### src/grehp_pkg.sv
// grehp_pkg: types, constants and the byte classifier shared by the gre header parser
// no dependencies; compile first

package grehp_pkg;

    localparam int HDR_DEPTH   = 16;
    localparam int CNT_W       = $clog2(HDR_DEPTH) + 1;
    localparam int QUEUE_DEPTH = 2;
    localparam int QUEUE_AW    = $clog2(QUEUE_DEPTH);

    localparam logic [7:0]  FLAG_CSUM  = 8'h80;
    localparam logic [7:0]  FLAG_KEY   = 8'h20;
    localparam logic [7:0]  FLAG_SEQ   = 8'h10;
    localparam logic [7:0]  FLAG_ACK   = 8'h80;
    localparam logic [7:0]  VER_MASK   = 8'h07;
    localparam logic [15:0] PROTO_WLAN = 16'h8200;
    localparam logic [15:0] PROTO_IPV4 = 16'h0800;
    localparam logic [15:0] PROTO_IPV6 = 16'h86DD;

    localparam logic [2:0] VER_GRE  = 3'd0;
    localparam logic [2:0] VER_PPTP = 3'd1;

    typedef enum logic [1:0] {
        ST_OK,
        ST_SHORT_BASE,
        ST_SHORT_FULL,
        ST_BAD_VER
    } t_status;

    typedef enum logic [1:0] {
        RT_IP,
        RT_WLAN,
        RT_OTHER
    } t_route;

    // which captured field a header byte belongs to
    typedef enum logic [2:0] {
        FLD_NONE,
        FLD_KEY,
        FLD_SEQ,
        FLD_ACK,
        FLD_PLEN,
        FLD_CALL
    } t_field;

    // per-packet summary, meaningful on the last word only
    typedef struct packed {
        t_status     status;
        logic [2:0]  gre_version;
        t_route      route;
        logic [15:0] next_protocol;
        logic [4:0]  header_length;
        logic [2:0]  fields_present;
    } t_summary;

    typedef struct packed {
        logic [7:0] data;
        t_field     tag;
        logic       last;
        t_summary   sum;
    } t_token;

    // field owning header byte idx (idx >= 4), given version and flag bytes
    function automatic t_field field_of(logic [7:0] flag, logic [7:0] verb,
                                        logic [3:0] idx);
        logic   c;
        logic   k;
        logic   s;
        logic   a;
        t_field f;
        c = |(flag & FLAG_CSUM);
        k = |(flag & FLAG_KEY);
        s = |(flag & FLAG_SEQ);
        a = |(verb & FLAG_ACK);
        f = FLD_NONE;
        if (verb[2:0] == VER_GRE) begin
            case (idx[3:2])
                2'd1: f = c ? FLD_NONE : (k ? FLD_KEY : (s ? FLD_SEQ : FLD_NONE));
                2'd2: begin
                    if (c) begin
                        f = k ? FLD_KEY : (s ? FLD_SEQ : FLD_NONE);
                    end else if (k) begin
                        f = s ? FLD_SEQ : FLD_NONE;
                    end
                end
                2'd3: f = (c && k && s) ? FLD_SEQ : FLD_NONE;
                default: f = FLD_NONE;
            endcase
        end else if (verb[2:0] == VER_PPTP) begin
            case (idx[3:2])
                2'd1: f = idx[1] ? FLD_CALL : FLD_PLEN;
                2'd2: f = s ? FLD_SEQ : (a ? FLD_ACK : FLD_NONE);
                2'd3: f = (s && a) ? FLD_ACK : FLD_NONE;
                default: f = FLD_NONE;
            endcase
        end
        return f;
    endfunction

endpackage

### src/grehp_in_if.sv
// grehp_in_if: byte channel into the gre header parser
// no dependencies

interface grehp_in_if;
    logic       valid;
    logic       ready;
    logic [7:0] data_byte;
    logic       last_byte;

    modport source (output valid, output data_byte, output last_byte, input ready);
    modport sink (input valid, input data_byte, input last_byte, output ready);
endinterface

### src/grehp_out_if.sv
// grehp_out_if: result channel out of the gre header parser
// no dependencies

interface grehp_out_if;
    logic        valid;
    logic        ready;
    logic [1:0]  status;
    logic [2:0]  gre_version;
    logic [1:0]  route;
    logic [15:0] next_protocol;
    logic [4:0]  header_length;
    logic [2:0]  fields_present;
    logic [31:0] key_value;
    logic [31:0] sequence_number;
    logic [31:0] ack_number;
    logic [15:0] call_id;
    logic [15:0] payload_length;

    modport source (output valid, output status, output gre_version, output route,
                    output next_protocol, output header_length, output fields_present,
                    output key_value, output sequence_number, output ack_number,
                    output call_id, output payload_length, input ready);
    modport sink (input valid, input status, input gre_version, input route,
                  input next_protocol, input header_length, input fields_present,
                  input key_value, input sequence_number, input ack_number,
                  input call_id, input payload_length, output ready);
endinterface

### src/grehp_front.sv
// grehp_front: counts header bytes, captures flags/version/protocol, tags each word
// depends on grehp_pkg and grehp_in_if

module grehp_front (
    input  logic              i_clk,
    input  logic              i_rst_n,
    grehp_in_if.sink          i_in,
    output logic              o_tok_valid,
    output grehp_pkg::t_token o_tok,
    input  logic              i_tok_ready
);
    import grehp_pkg::*;

    logic [CNT_W-1:0] r_count, n_count;
    logic [7:0]       r_flag, n_flag;
    logic [7:0]       r_ver, n_ver;
    logic [15:0]      r_proto, n_proto;

    logic       store;
    logic       accept;
    logic       c, k, s, a;
    logic [1:0] words;
    logic [2:0] ver;
    t_summary   sum;

    assign accept      = i_in.valid && i_tok_ready;
    assign i_in.ready  = i_tok_ready;
    assign o_tok_valid = i_in.valid;
    assign store       = (r_count < CNT_W'(HDR_DEPTH));

    always_comb begin
        n_count = r_count;
        n_flag  = r_flag;
        n_ver   = r_ver;
        n_proto = r_proto;
        if (store) begin
            n_count = r_count + 1'b1;
            case (r_count)
                CNT_W'(0): n_flag  = i_in.data_byte;
                CNT_W'(1): n_ver   = i_in.data_byte;
                CNT_W'(2): n_proto = {i_in.data_byte, r_proto[7:0]};
                CNT_W'(3): n_proto = {r_proto[15:8], i_in.data_byte};
                default: ;
            endcase
        end
    end

    // summary of the packet as it stands after this byte
    always_comb begin
        ver = n_ver[2:0] & VER_MASK[2:0];
        c   = |(n_flag & FLAG_CSUM);
        k   = |(n_flag & FLAG_KEY);
        s   = |(n_flag & FLAG_SEQ);
        a   = |(n_ver & FLAG_ACK);
        sum = '0;
        sum.status        = ST_OK;
        sum.gre_version   = ver;
        sum.next_protocol = n_proto;
        words = 2'd0;
        if (n_proto == PROTO_WLAN) begin
            sum.route = RT_WLAN;
        end else if (n_proto == PROTO_IPV4 || n_proto == PROTO_IPV6) begin
            sum.route = RT_IP;
        end else begin
            sum.route = RT_OTHER;
        end
        if (n_count < CNT_W'(4)) begin
            sum.status = ST_SHORT_BASE;
        end else if (ver == VER_GRE) begin
            words = {1'b0, c} + {1'b0, k} + {1'b0, s};
            sum.header_length  = 5'd4 + {1'b0, words, 2'b00};
            sum.fields_present = {1'b0, s, k};
            if (n_count < sum.header_length) begin
                sum.status = ST_SHORT_FULL;
            end
        end else if (ver == VER_PPTP) begin
            if (n_count < CNT_W'(8)) begin
                sum.status = ST_SHORT_BASE;
            end else begin
                words = {1'b0, s} + {1'b0, a};
                sum.header_length  = 5'd8 + {1'b0, words, 2'b00};
                sum.fields_present = {a, s, 1'b0};
                if (n_count < sum.header_length) begin
                    sum.status = ST_SHORT_FULL;
                end
            end
        end else begin
            sum.status = ST_BAD_VER;
        end
    end

    always_comb begin
        o_tok.data = i_in.data_byte;
        o_tok.last = i_in.last_byte;
        o_tok.tag  = (store && r_count >= CNT_W'(4)) ?
                     field_of(r_flag, r_ver, r_count[CNT_W-2:0]) : FLD_NONE;
        o_tok.sum  = sum;
    end

    always_ff @(posedge i_clk) begin
        if (!i_rst_n) begin
            r_count <= '0;
            r_flag  <= '0;
            r_ver   <= '0;
            r_proto <= '0;
        end else if (accept) begin
            if (i_in.last_byte) begin
                r_count <= '0;
                r_flag  <= '0;
                r_ver   <= '0;
                r_proto <= '0;
            end else begin
                r_count <= n_count;
                r_flag  <= n_flag;
                r_ver   <= n_ver;
                r_proto <= n_proto;
            end
        end
    end

    a_count_range: assert property (@(posedge i_clk) disable iff (!i_rst_n)
        r_count <= CNT_W'(HDR_DEPTH))
        else $error("byte count beyond header depth");

    a_clear_after_last: assert property (@(posedge i_clk) disable iff (!i_rst_n)
        (accept && i_in.last_byte) |=> (r_count == '0 && r_ver == '0))
        else $error("parser not cleared after last word");

endmodule

### src/grehp_queue.sv
// grehp_queue: short token queue between the classifying front and the capture back
// depends on grehp_pkg

module grehp_queue (
    input  logic              i_clk,
    input  logic              i_rst_n,
    input  logic              i_push,
    input  grehp_pkg::t_token i_tok,
    output logic              o_ready,
    output logic              o_valid,
    output grehp_pkg::t_token o_tok,
    input  logic              i_pop
);
    import grehp_pkg::*;

    t_token                r_mem [QUEUE_DEPTH];
    logic [QUEUE_AW-1:0]   r_wr_ptr;
    logic [QUEUE_AW-1:0]   r_rd_ptr;
    logic [QUEUE_AW:0]     r_count, n_count;
    logic                  do_push;
    logic                  do_pop;

    assign o_ready = (r_count != (QUEUE_AW + 1)'(QUEUE_DEPTH));
    assign o_valid = (r_count != '0);
    assign o_tok   = r_mem[r_rd_ptr];
    assign do_push = i_push && o_ready;
    assign do_pop  = i_pop && o_valid;

    always_comb begin
        case ({do_push, do_pop})
            2'b10:   n_count = r_count + 1'b1;
            2'b01:   n_count = r_count - 1'b1;
            default: n_count = r_count;
        endcase
    end

    always_ff @(posedge i_clk) begin
        if (do_push) begin
            r_mem[r_wr_ptr] <= i_tok;
        end
    end

    // depth is a power of two, so pointers wrap by overflow
    always_ff @(posedge i_clk) begin
        if (!i_rst_n) begin
            r_wr_ptr <= '0;
            r_rd_ptr <= '0;
            r_count  <= '0;
        end else begin
            if (do_push) begin
                r_wr_ptr <= r_wr_ptr + 1'b1;
            end
            if (do_pop) begin
                r_rd_ptr <= r_rd_ptr + 1'b1;
            end
            r_count <= n_count;
        end
    end

    a_queue_fill: assert property (@(posedge i_clk) disable iff (!i_rst_n)
        r_count <= (QUEUE_AW + 1)'(QUEUE_DEPTH))
        else $error("queue fill beyond depth");

endmodule

### src/grehp_back.sv
// grehp_back: assembles tagged words into key/sequence/ack/pptp fields, registers the result
// depends on grehp_pkg and grehp_out_if

module grehp_back (
    input  logic              i_clk,
    input  logic              i_rst_n,
    input  logic              i_tok_valid,
    input  grehp_pkg::t_token i_tok,
    output logic              o_tok_pop,
    grehp_out_if.source       o_out
);
    import grehp_pkg::*;

    logic [31:0] r_key, n_key;
    logic [31:0] r_seq, n_seq;
    logic [31:0] r_ack, n_ack;
    logic [15:0] r_call, n_call;
    logic [15:0] r_plen, n_plen;

    logic        r_out_valid;
    t_summary    r_out_sum;
    logic [31:0] r_out_key;
    logic [31:0] r_out_seq;
    logic [31:0] r_out_ack;
    logic [15:0] r_out_call;
    logic [15:0] r_out_plen;

    logic     pop;
    logic     ok;
    t_summary out_sum;

    // only the last word needs room in the output register
    assign pop       = i_tok_valid && (!i_tok.last || !r_out_valid || o_out.ready);
    assign o_tok_pop = pop;
    assign ok        = (i_tok.sum.status == ST_OK);

    always_comb begin
        n_key  = r_key;
        n_seq  = r_seq;
        n_ack  = r_ack;
        n_call = r_call;
        n_plen = r_plen;
        case (i_tok.tag)
            FLD_KEY:  n_key  = {r_key[23:0], i_tok.data};
            FLD_SEQ:  n_seq  = {r_seq[23:0], i_tok.data};
            FLD_ACK:  n_ack  = {r_ack[23:0], i_tok.data};
            FLD_PLEN: n_plen = {r_plen[7:0], i_tok.data};
            FLD_CALL: n_call = {r_call[7:0], i_tok.data};
            default: ;
        endcase
    end

    // error results keep only status and version
    always_comb begin
        out_sum = i_tok.sum;
        if (!ok) begin
            out_sum.route          = RT_IP;
            out_sum.next_protocol  = '0;
            out_sum.header_length  = '0;
            out_sum.fields_present = '0;
        end
    end

    always_ff @(posedge i_clk) begin
        if (!i_rst_n) begin
            r_key  <= '0;
            r_seq  <= '0;
            r_ack  <= '0;
            r_call <= '0;
            r_plen <= '0;
        end else if (pop) begin
            if (i_tok.last) begin
                r_key  <= '0;
                r_seq  <= '0;
                r_ack  <= '0;
                r_call <= '0;
                r_plen <= '0;
            end else begin
                r_key  <= n_key;
                r_seq  <= n_seq;
                r_ack  <= n_ack;
                r_call <= n_call;
                r_plen <= n_plen;
            end
        end
    end

    always_ff @(posedge i_clk) begin
        if (!i_rst_n) begin
            r_out_valid <= 1'b0;
        end else if (pop && i_tok.last) begin
            r_out_valid <= 1'b1;
        end else if (o_out.ready) begin
            r_out_valid <= 1'b0;
        end
    end

    always_ff @(posedge i_clk) begin
        if (pop && i_tok.last) begin
            r_out_sum  <= out_sum;
            r_out_key  <= ok ? n_key : '0;
            r_out_seq  <= ok ? n_seq : '0;
            r_out_ack  <= ok ? n_ack : '0;
            r_out_call <= ok ? n_call : '0;
            r_out_plen <= ok ? n_plen : '0;
        end
    end

    assign o_out.valid           = r_out_valid;
    assign o_out.status          = r_out_sum.status;
    assign o_out.gre_version     = r_out_sum.gre_version;
    assign o_out.route           = r_out_sum.route;
    assign o_out.next_protocol   = r_out_sum.next_protocol;
    assign o_out.header_length   = r_out_sum.header_length;
    assign o_out.fields_present  = r_out_sum.fields_present;
    assign o_out.key_value       = r_out_key;
    assign o_out.sequence_number = r_out_seq;
    assign o_out.ack_number      = r_out_ack;
    assign o_out.call_id         = r_out_call;
    assign o_out.payload_length  = r_out_plen;

    a_result_loaded: assert property (@(posedge i_clk) disable iff (!i_rst_n)
        (pop && i_tok.last) |=> r_out_valid)
        else $error("last word popped without a result");

    a_no_overwrite: assert property (@(posedge i_clk) disable iff (!i_rst_n)
        (r_out_valid && !o_out.ready) |-> !(pop && i_tok.last))
        else $error("pending result overwritten");

endmodule

### src/gre_header_parser.sv
// gre_header_parser: top level of the gre / pptp enhanced gre header parser
// depends on grehp_pkg, grehp_in_if, grehp_out_if, grehp_front, grehp_queue, grehp_back
//
// usage:
//   i_in carries the packet one word (byte) per cycle from its first byte, with
//   last_byte marking the final one. o_out gives exactly one result per packet:
//   status, version, route, protocol, header length and the captured key,
//   sequence, acknowledgement and pptp call id / payload length.
//   throughput is one word per cycle, back to back across packets, while o_out
//   keeps taking results; the front classifies each word in the cycle it is
//   accepted and pushes it into a two-entry queue, the back drains one word per cycle.
//   with the queue empty, the last word is first written into the queue, then
//   popped into the output register, which then holds the valid result.
//   when o_out stalls, the result is held in the output register; words keep
//   flowing until a second last word reaches the back, then the queue fills and
//   i_in.ready drops.
//   reset clears the byte counter, the captured header bytes, the queue and
//   the output valid; the block is ready in the first cycle after reset.

module gre_header_parser (
    input  logic         i_clk,
    input  logic         i_rst_n,
    grehp_in_if.sink     i_in,
    grehp_out_if.source  o_out
);
    import grehp_pkg::*;

    logic   front_valid;
    t_token front_tok;
    logic   q_ready;
    logic   q_valid;
    t_token q_tok;
    logic   q_pop;

    grehp_front u_front (
        .i_clk       (i_clk),
        .i_rst_n     (i_rst_n),
        .i_in        (i_in),
        .o_tok_valid (front_valid),
        .o_tok       (front_tok),
        .i_tok_ready (q_ready)
    );

    grehp_queue u_queue (
        .i_clk   (i_clk),
        .i_rst_n (i_rst_n),
        .i_push  (front_valid),
        .i_tok   (front_tok),
        .o_ready (q_ready),
        .o_valid (q_valid),
        .o_tok   (q_tok),
        .i_pop   (q_pop)
    );

    grehp_back u_back (
        .i_clk       (i_clk),
        .i_rst_n     (i_rst_n),
        .i_tok_valid (q_valid),
        .i_tok       (q_tok),
        .o_tok_pop   (q_pop),
        .o_out       (o_out)
    );

endmodule

### src/flat_wrapper.sv
// flat-port wrapper written by rule: the top's interface ports become plain ports
module gre_header_parser_flat import grehp_pkg::*;
  (i_clk, i_rst_n, i_in_valid, i_in_data_byte, i_in_last_byte, i_in_ready, o_out_valid, o_out_status, o_out_gre_version, o_out_route, o_out_next_protocol, o_out_header_length, o_out_fields_present, o_out_key_value, o_out_sequence_number, o_out_ack_number, o_out_call_id, o_out_payload_length, o_out_ready);
  grehp_in_if i_in_i ();
  grehp_out_if o_out_i ();
  input  logic i_clk;
  input  logic i_rst_n;
  input wire logic [$bits(i_in_i.valid)-1:0] i_in_valid;
  input wire logic [$bits(i_in_i.data_byte)-1:0] i_in_data_byte;
  input wire logic [$bits(i_in_i.last_byte)-1:0] i_in_last_byte;
  output wire logic [$bits(i_in_i.ready)-1:0] i_in_ready;
  output wire logic [$bits(o_out_i.valid)-1:0] o_out_valid;
  output wire logic [$bits(o_out_i.status)-1:0] o_out_status;
  output wire logic [$bits(o_out_i.gre_version)-1:0] o_out_gre_version;
  output wire logic [$bits(o_out_i.route)-1:0] o_out_route;
  output wire logic [$bits(o_out_i.next_protocol)-1:0] o_out_next_protocol;
  output wire logic [$bits(o_out_i.header_length)-1:0] o_out_header_length;
  output wire logic [$bits(o_out_i.fields_present)-1:0] o_out_fields_present;
  output wire logic [$bits(o_out_i.key_value)-1:0] o_out_key_value;
  output wire logic [$bits(o_out_i.sequence_number)-1:0] o_out_sequence_number;
  output wire logic [$bits(o_out_i.ack_number)-1:0] o_out_ack_number;
  output wire logic [$bits(o_out_i.call_id)-1:0] o_out_call_id;
  output wire logic [$bits(o_out_i.payload_length)-1:0] o_out_payload_length;
  input wire logic [$bits(o_out_i.ready)-1:0] o_out_ready;
  assign i_in_i.valid = i_in_valid;
  assign i_in_i.data_byte = i_in_data_byte;
  assign i_in_i.last_byte = i_in_last_byte;
  assign i_in_ready = i_in_i.ready;
  assign o_out_valid = o_out_i.valid;
  assign o_out_status = o_out_i.status;
  assign o_out_gre_version = o_out_i.gre_version;
  assign o_out_route = o_out_i.route;
  assign o_out_next_protocol = o_out_i.next_protocol;
  assign o_out_header_length = o_out_i.header_length;
  assign o_out_fields_present = o_out_i.fields_present;
  assign o_out_key_value = o_out_i.key_value;
  assign o_out_sequence_number = o_out_i.sequence_number;
  assign o_out_ack_number = o_out_i.ack_number;
  assign o_out_call_id = o_out_i.call_id;
  assign o_out_payload_length = o_out_i.payload_length;
  assign o_out_i.ready = o_out_ready;
  gre_header_parser u_core (.i_clk(i_clk), .i_rst_n(i_rst_n), .i_in(i_in_i), .o_out(o_out_i));
endmodule
### config.mk
export PLATFORM = sky130hd
export DESIGN_NAME = gre_header_parser_flat
export DESIGN_NICKNAME = d
export VERILOG_FILES = /design/src/grehp_pkg.sv /design/src/grehp_in_if.sv /design/src/grehp_out_if.sv /design/src/grehp_front.sv /design/src/grehp_queue.sv /design/src/grehp_back.sv /design/src/gre_header_parser.sv /design/src/flat_wrapper.sv
export SDC_FILE = /design/constraint.sdc
export NUM_CORES = 1
export LEC_CHECK = 0
export BUFFER_PORTS_ARGS = -buffer_cell sky130_fd_sc_hd__buf_2
export CAP_MARGIN = 20
export CELL_PAD_IN_SITES_DETAIL_PLACEMENT = 1
export CELL_PAD_IN_SITES_GLOBAL_PLACEMENT = 1
export CORE_ASPECT_RATIO = 2
export CORE_MARGIN = 2
export CORE_UTILIZATION = 44
export CTS_BUF_LIST = sky130_fd_sc_hd__clkbuf_4
export DETAILED_ROUTE_END_ITERATION = 8
export GPL_TIMING_DRIVEN = 0
export PLACE_DENSITY = 0.75
export SETUP_SLACK_MARGIN = 0.5
export SYNTH_ARGS = -nofsm -noshare
export SYNTH_HDL_FRONTEND = slang
export SYNTH_SLANG_ARGS = --single-unit
### constraint.sdc
create_clock -name i_clk -period 9.29 [get_ports i_clk]
set_clock_uncertainty 0.2 [all_clocks]
set_input_delay 1.858 -clock i_clk [delete_from_list [all_inputs] [get_ports i_clk]]
set_output_delay 1.858 -clock i_clk [all_outputs]
set_load 0.02 [all_outputs]
==> impl_metrics.yaml <==
setup_path:
  reg2reg_to: "u_core.u_queue.r_mem[1][30]$_DFFE_PP_"
  timing.critical_path.mode_cell: "ha_1"
  critPathMaxStageDelay_ns: 0.54
  rrSetupSlack_ns: 5.57
  critPathKind: "in -> reg"
  crit_buf_inv: 2
  cp-start-kind: "input pin"
  cp_max_fo: 9
  reg2reg_depth: 11
  rr_startpoint: "u_core.u_front.r_count[0]$_SDFFE_PN0P_"
  arrival_ns: 4.18
  crit_family: "adder cells"
  cp.depth: 9
  cpMaxStageDelayCell: "fa_1"
  end_kind: "flip-flop"
  critPathRequiredTime_ns: 9.64
  crit_path_cell_trace: "buf_2, mux2_2, fa_1, ha_1, inv_1, ha_1, o21ai_0, a211oi_1, a311oi_1"
timing:
  report.final.slew_viol_count: 0
  rsz0062_at_grt: "no"
  finalHoldViolations: 0
  hold_slack_ns: 0.3277
  relSlewSlack_pct: 24.47
  setup_violations: 0
  fin_crit_sh_pct: 41.21
  min_period_ns: 3.829
  finalSetupTns_ns: 0
  tightest_slew_ns: 1.102
  fmax_ghz: 0.2612
synthesis:
  ys_warn_count: 0
  synthCells: 1433
  ys_ff_latch: 401
  syn_avg_cell_area_um2: 11.75
  synth_cell_types: 65
  synth-edff-count: 239
  synthArstFlopShare_pct: 0
  synth-seq-area-share_pct: 61.88
  synth.cell_area_mm2: 0.01684
  synth-main-ff-cell: "edfxtp_1"
job:
  maxCapViolations: 0
placement:
  place_congestion: 0.8924
  portBuffers: 170
  dp.final_hpwl_um: 35270
  placed_area_mm2: 0.01843
clocking:
  clkTransAtPathRegs_ns: 0.07
  post_cts_buffers: 0
  holdBufCountCts: 0
  cts_resized: 0
  cts_sinks: 401
  clock_latency_ns: 0.81
  cts_buffers: 88
  cts.htree.levels: 3
  cts_tree: "built"
  clk_path_buf_depth: 3
  cts_root_buf: "clkbuf_4"
global_routing:
  grt_usage_pct: 24.24
  grt_overflow: 0
  grt_max_degree: 40
  grt_pass1_wl_um: 73580
  antenna_found_initial: 2
  grt_pass1_vias: 13250
floorplan:
  die_h_um: 280.7
  rows: 101
  core_area_mm2: 0.03791
  start_util_pct: 44.42
  dieArea_mm2: 0.03995
  die_x_um: 142.3
  ioPinCount: 174
route:
  via_per_inst: 5.582
  firstDrtPassIters: 4
  wl_per_cell_um: 21.53
  drt_iter0_markers: 628
  routed_wl_um: 48210
  drc: 0
  detail-route-antenna-nets: 0
  dr_total_vias: 12500
min_path:
  worstHoldStart: "u_core.u_back.r_key[27]$_SDFFE_PN0P_"
  hold_depth: 2
  min_to: "u_core.u_back.r_key[27]$_SDFFE_PN0P_"
  hold_class: "reg -> reg"
final_layout:
  final_net_count: 1724
  area_growth_pct: 16.45
  drive_gt1_share_pct: 24.97
  final_cell_area_mm2: 0.01961
pwr:
  p_per_area_mw_per_mm2: 251.6
  p_leak_nw: 6.514
  ir_worst_vdd_mv: 0.1213
run_status:
  status: "complete, no violations"
through the flow:
| step | util (%) | setup WS (ns) | power [mW] | cells |
|---|---|---|---|---|
| final | 51.73 | 5.461 | 4.934 | 2239 |
| after global routing | 51.73 | 5.335 | 5.162 | 2239 |
| after CTS | 51.71 | 5.468 | 4.991 | 2237 |
| after detailed placement | 48.62 | 4.707 | 3.579 | 2073 |
| after global placement | 48.21 | 0.4142 | 3.547 | 2067 |
| after floorplan | - | 2.305 | 3.113 | 1434 |
metal layers:
layer / up-vias / share of wire (%) / global-route usage (%)
met5: - / 0 / 0
met4: 0 / 5.2 / 14.14
met3: 128 / 3.7 / 3.919
met2: 350 / 56 / 46.74
met1: 6227 / 35 / 23.82
li1: 5793 / - / -
flip-flops by register name (all words and copies together), names as in the netlist, 32 cells and up, named ones only:
signal / count
u_core.u_back.r_key: 32
u_core.u_back.o_out.key_value: 32
u_core.u_back.r_seq: 32
u_core.u_queue.r_mem: 82
u_core.u_back.o_out.sequence_number: 32
u_core.u_back.o_out.ack_number: 32
u_core.u_back.r_ack: 32
worst reg2reg max path, delay by kind of cell (launching register included):
family	cells	cell delay, ns
compound gates	3	0.55
fa+ha+maj	4	1.29
simple gates	1	0.41
flops	1	0.35
buf+inv	2	0.19
mux	1	0.47
cell usage after synthesis, drive strengths merged, types with 2 or more instances:
library cell	n	area, um^2
clkbuf	47	176.4
o21ai	16	102.6
a211oi	43	327.8
and3b	2	17.52
buf	57	362.9
nor4b	4	86.33
edfxtp	239	7177
a22oi	157	1179
o32ai	2	25.03
o32a	2	20.02
mux2i	44	447.9
and3	2	12.51
xnor2	4	35.03
a22o	18	157.7
nor4	2	12.51
a21oi	86	467.9
nand2	180	683.2
a21o	2	15.01
ha	10	125.1
nand2b	11	68.82
inv	14	52.55
xor2	3	45.05
a32o	4	40.04
nor2	99	401.6
nand3	8	40.04
dfxtp	162	3243
nor3	8	45.04
mux2	23	270.3
and2	6	38.79
o21a	3	23.77
a21boi	2	15.02
nor2b	158	988.5
how the worst max path moves through the flow:
| stage | startpoint | to | slack [ns] |
|---|---|---|---|
| global route | u_core.u_front.r_count[0]$_SDFFE_PN0P_ | u_core.u_queue.r_mem[1][30]$_DFFE_PP_ | 5.34 |
| finish | i_in_data_byte[4] | u_core.u_queue.r_mem[1][30]$_DFFE_PP_ | 5.46 |
| floorplan | o_out_ready | u_core.u_back.o_out.ack_number[0]$_SDFFCE_PP0P_ | 2.31 |
| detailed placement | i_in_data_byte[4] | u_core.u_queue.r_mem[0][30]$_DFFE_PP_ | 4.71 |
| CTS | u_core.u_queue.r_count[0]$_SDFFE_PN0P_ | i_in_ready | 5.47 |
| global placement | o_out_ready | u_core.u_back.o_out.call_id[5]$_SDFFCE_PP0P_ | 0.41 |
report_power, final:
group          total, mW  internal [mW]  switching [mW]  leakage (nW)
logic               1.27          0.353           0.917          2.24
registers           2.26           2.17          0.0828          3.58
clock network       1.41          0.710           0.697         0.701
total               4.93           3.24            1.70          6.51
cells in the final DEF, fill, tap and decap left out, types with 3 or more instances in the layout:
cell	n
mux2_4	3
inv_1	14
buf_6	8
a32o_1	4
clkbuf_1	47
a22oi_1	157
buf_4	11
dfxtp_1	162
nor4b_4	3
clkinv_1	21
a21oi_1	76
and2_1	5
nor2b_1	157
nand3_1	8
o21ai_1	3
o21ai_0	7
a22o_1	18
nand2b_1	11
mux2i_1	42
o21ai_2	6
nand2_2	3
edfxtp_1	239
a211oi_1	42
nor3_1	7
xnor2_1	4
nor2_1	89
nor2_2	6
inv_2	3
nor2_4	4
mux2_2	20
ha_1	10
a21oi_2	10
clkinv_2	5
buf_2	208
nand2_1	177
buf_12	4
clkbuf_4	132
layout make-up:
cell class	count	area, um^2
Inverter	14	52.55
Antenna cell	2	5.005
Timing Repair Buffer	176	985.9
Fill cell	4166	18300
Buffer	104	539.3
Clock inverter	32	182.7
Tap cell	463	579.3
Multi-Input combinational cell	915	5854
Clock buffer	132	991.0
Sequential cell	401	10420
kinds of logic (layout without fill, tap and decap cells):
group                      Yosys count  in the layout  synth area share (%)
buffers and inverters              118            458                 3.514
and+or+nand+nor                    484            484                 14.39
AOI/OAI and AO/OA                  344            344                 14.59
other                                1              4               0.02227
muxes                               67             67                 4.265
DFF                                401            401                 61.88
xor gates and xnor gates             7              7                0.4755
adders and majority gates           11             11                0.8619
(Power assumes the default switching activity.)
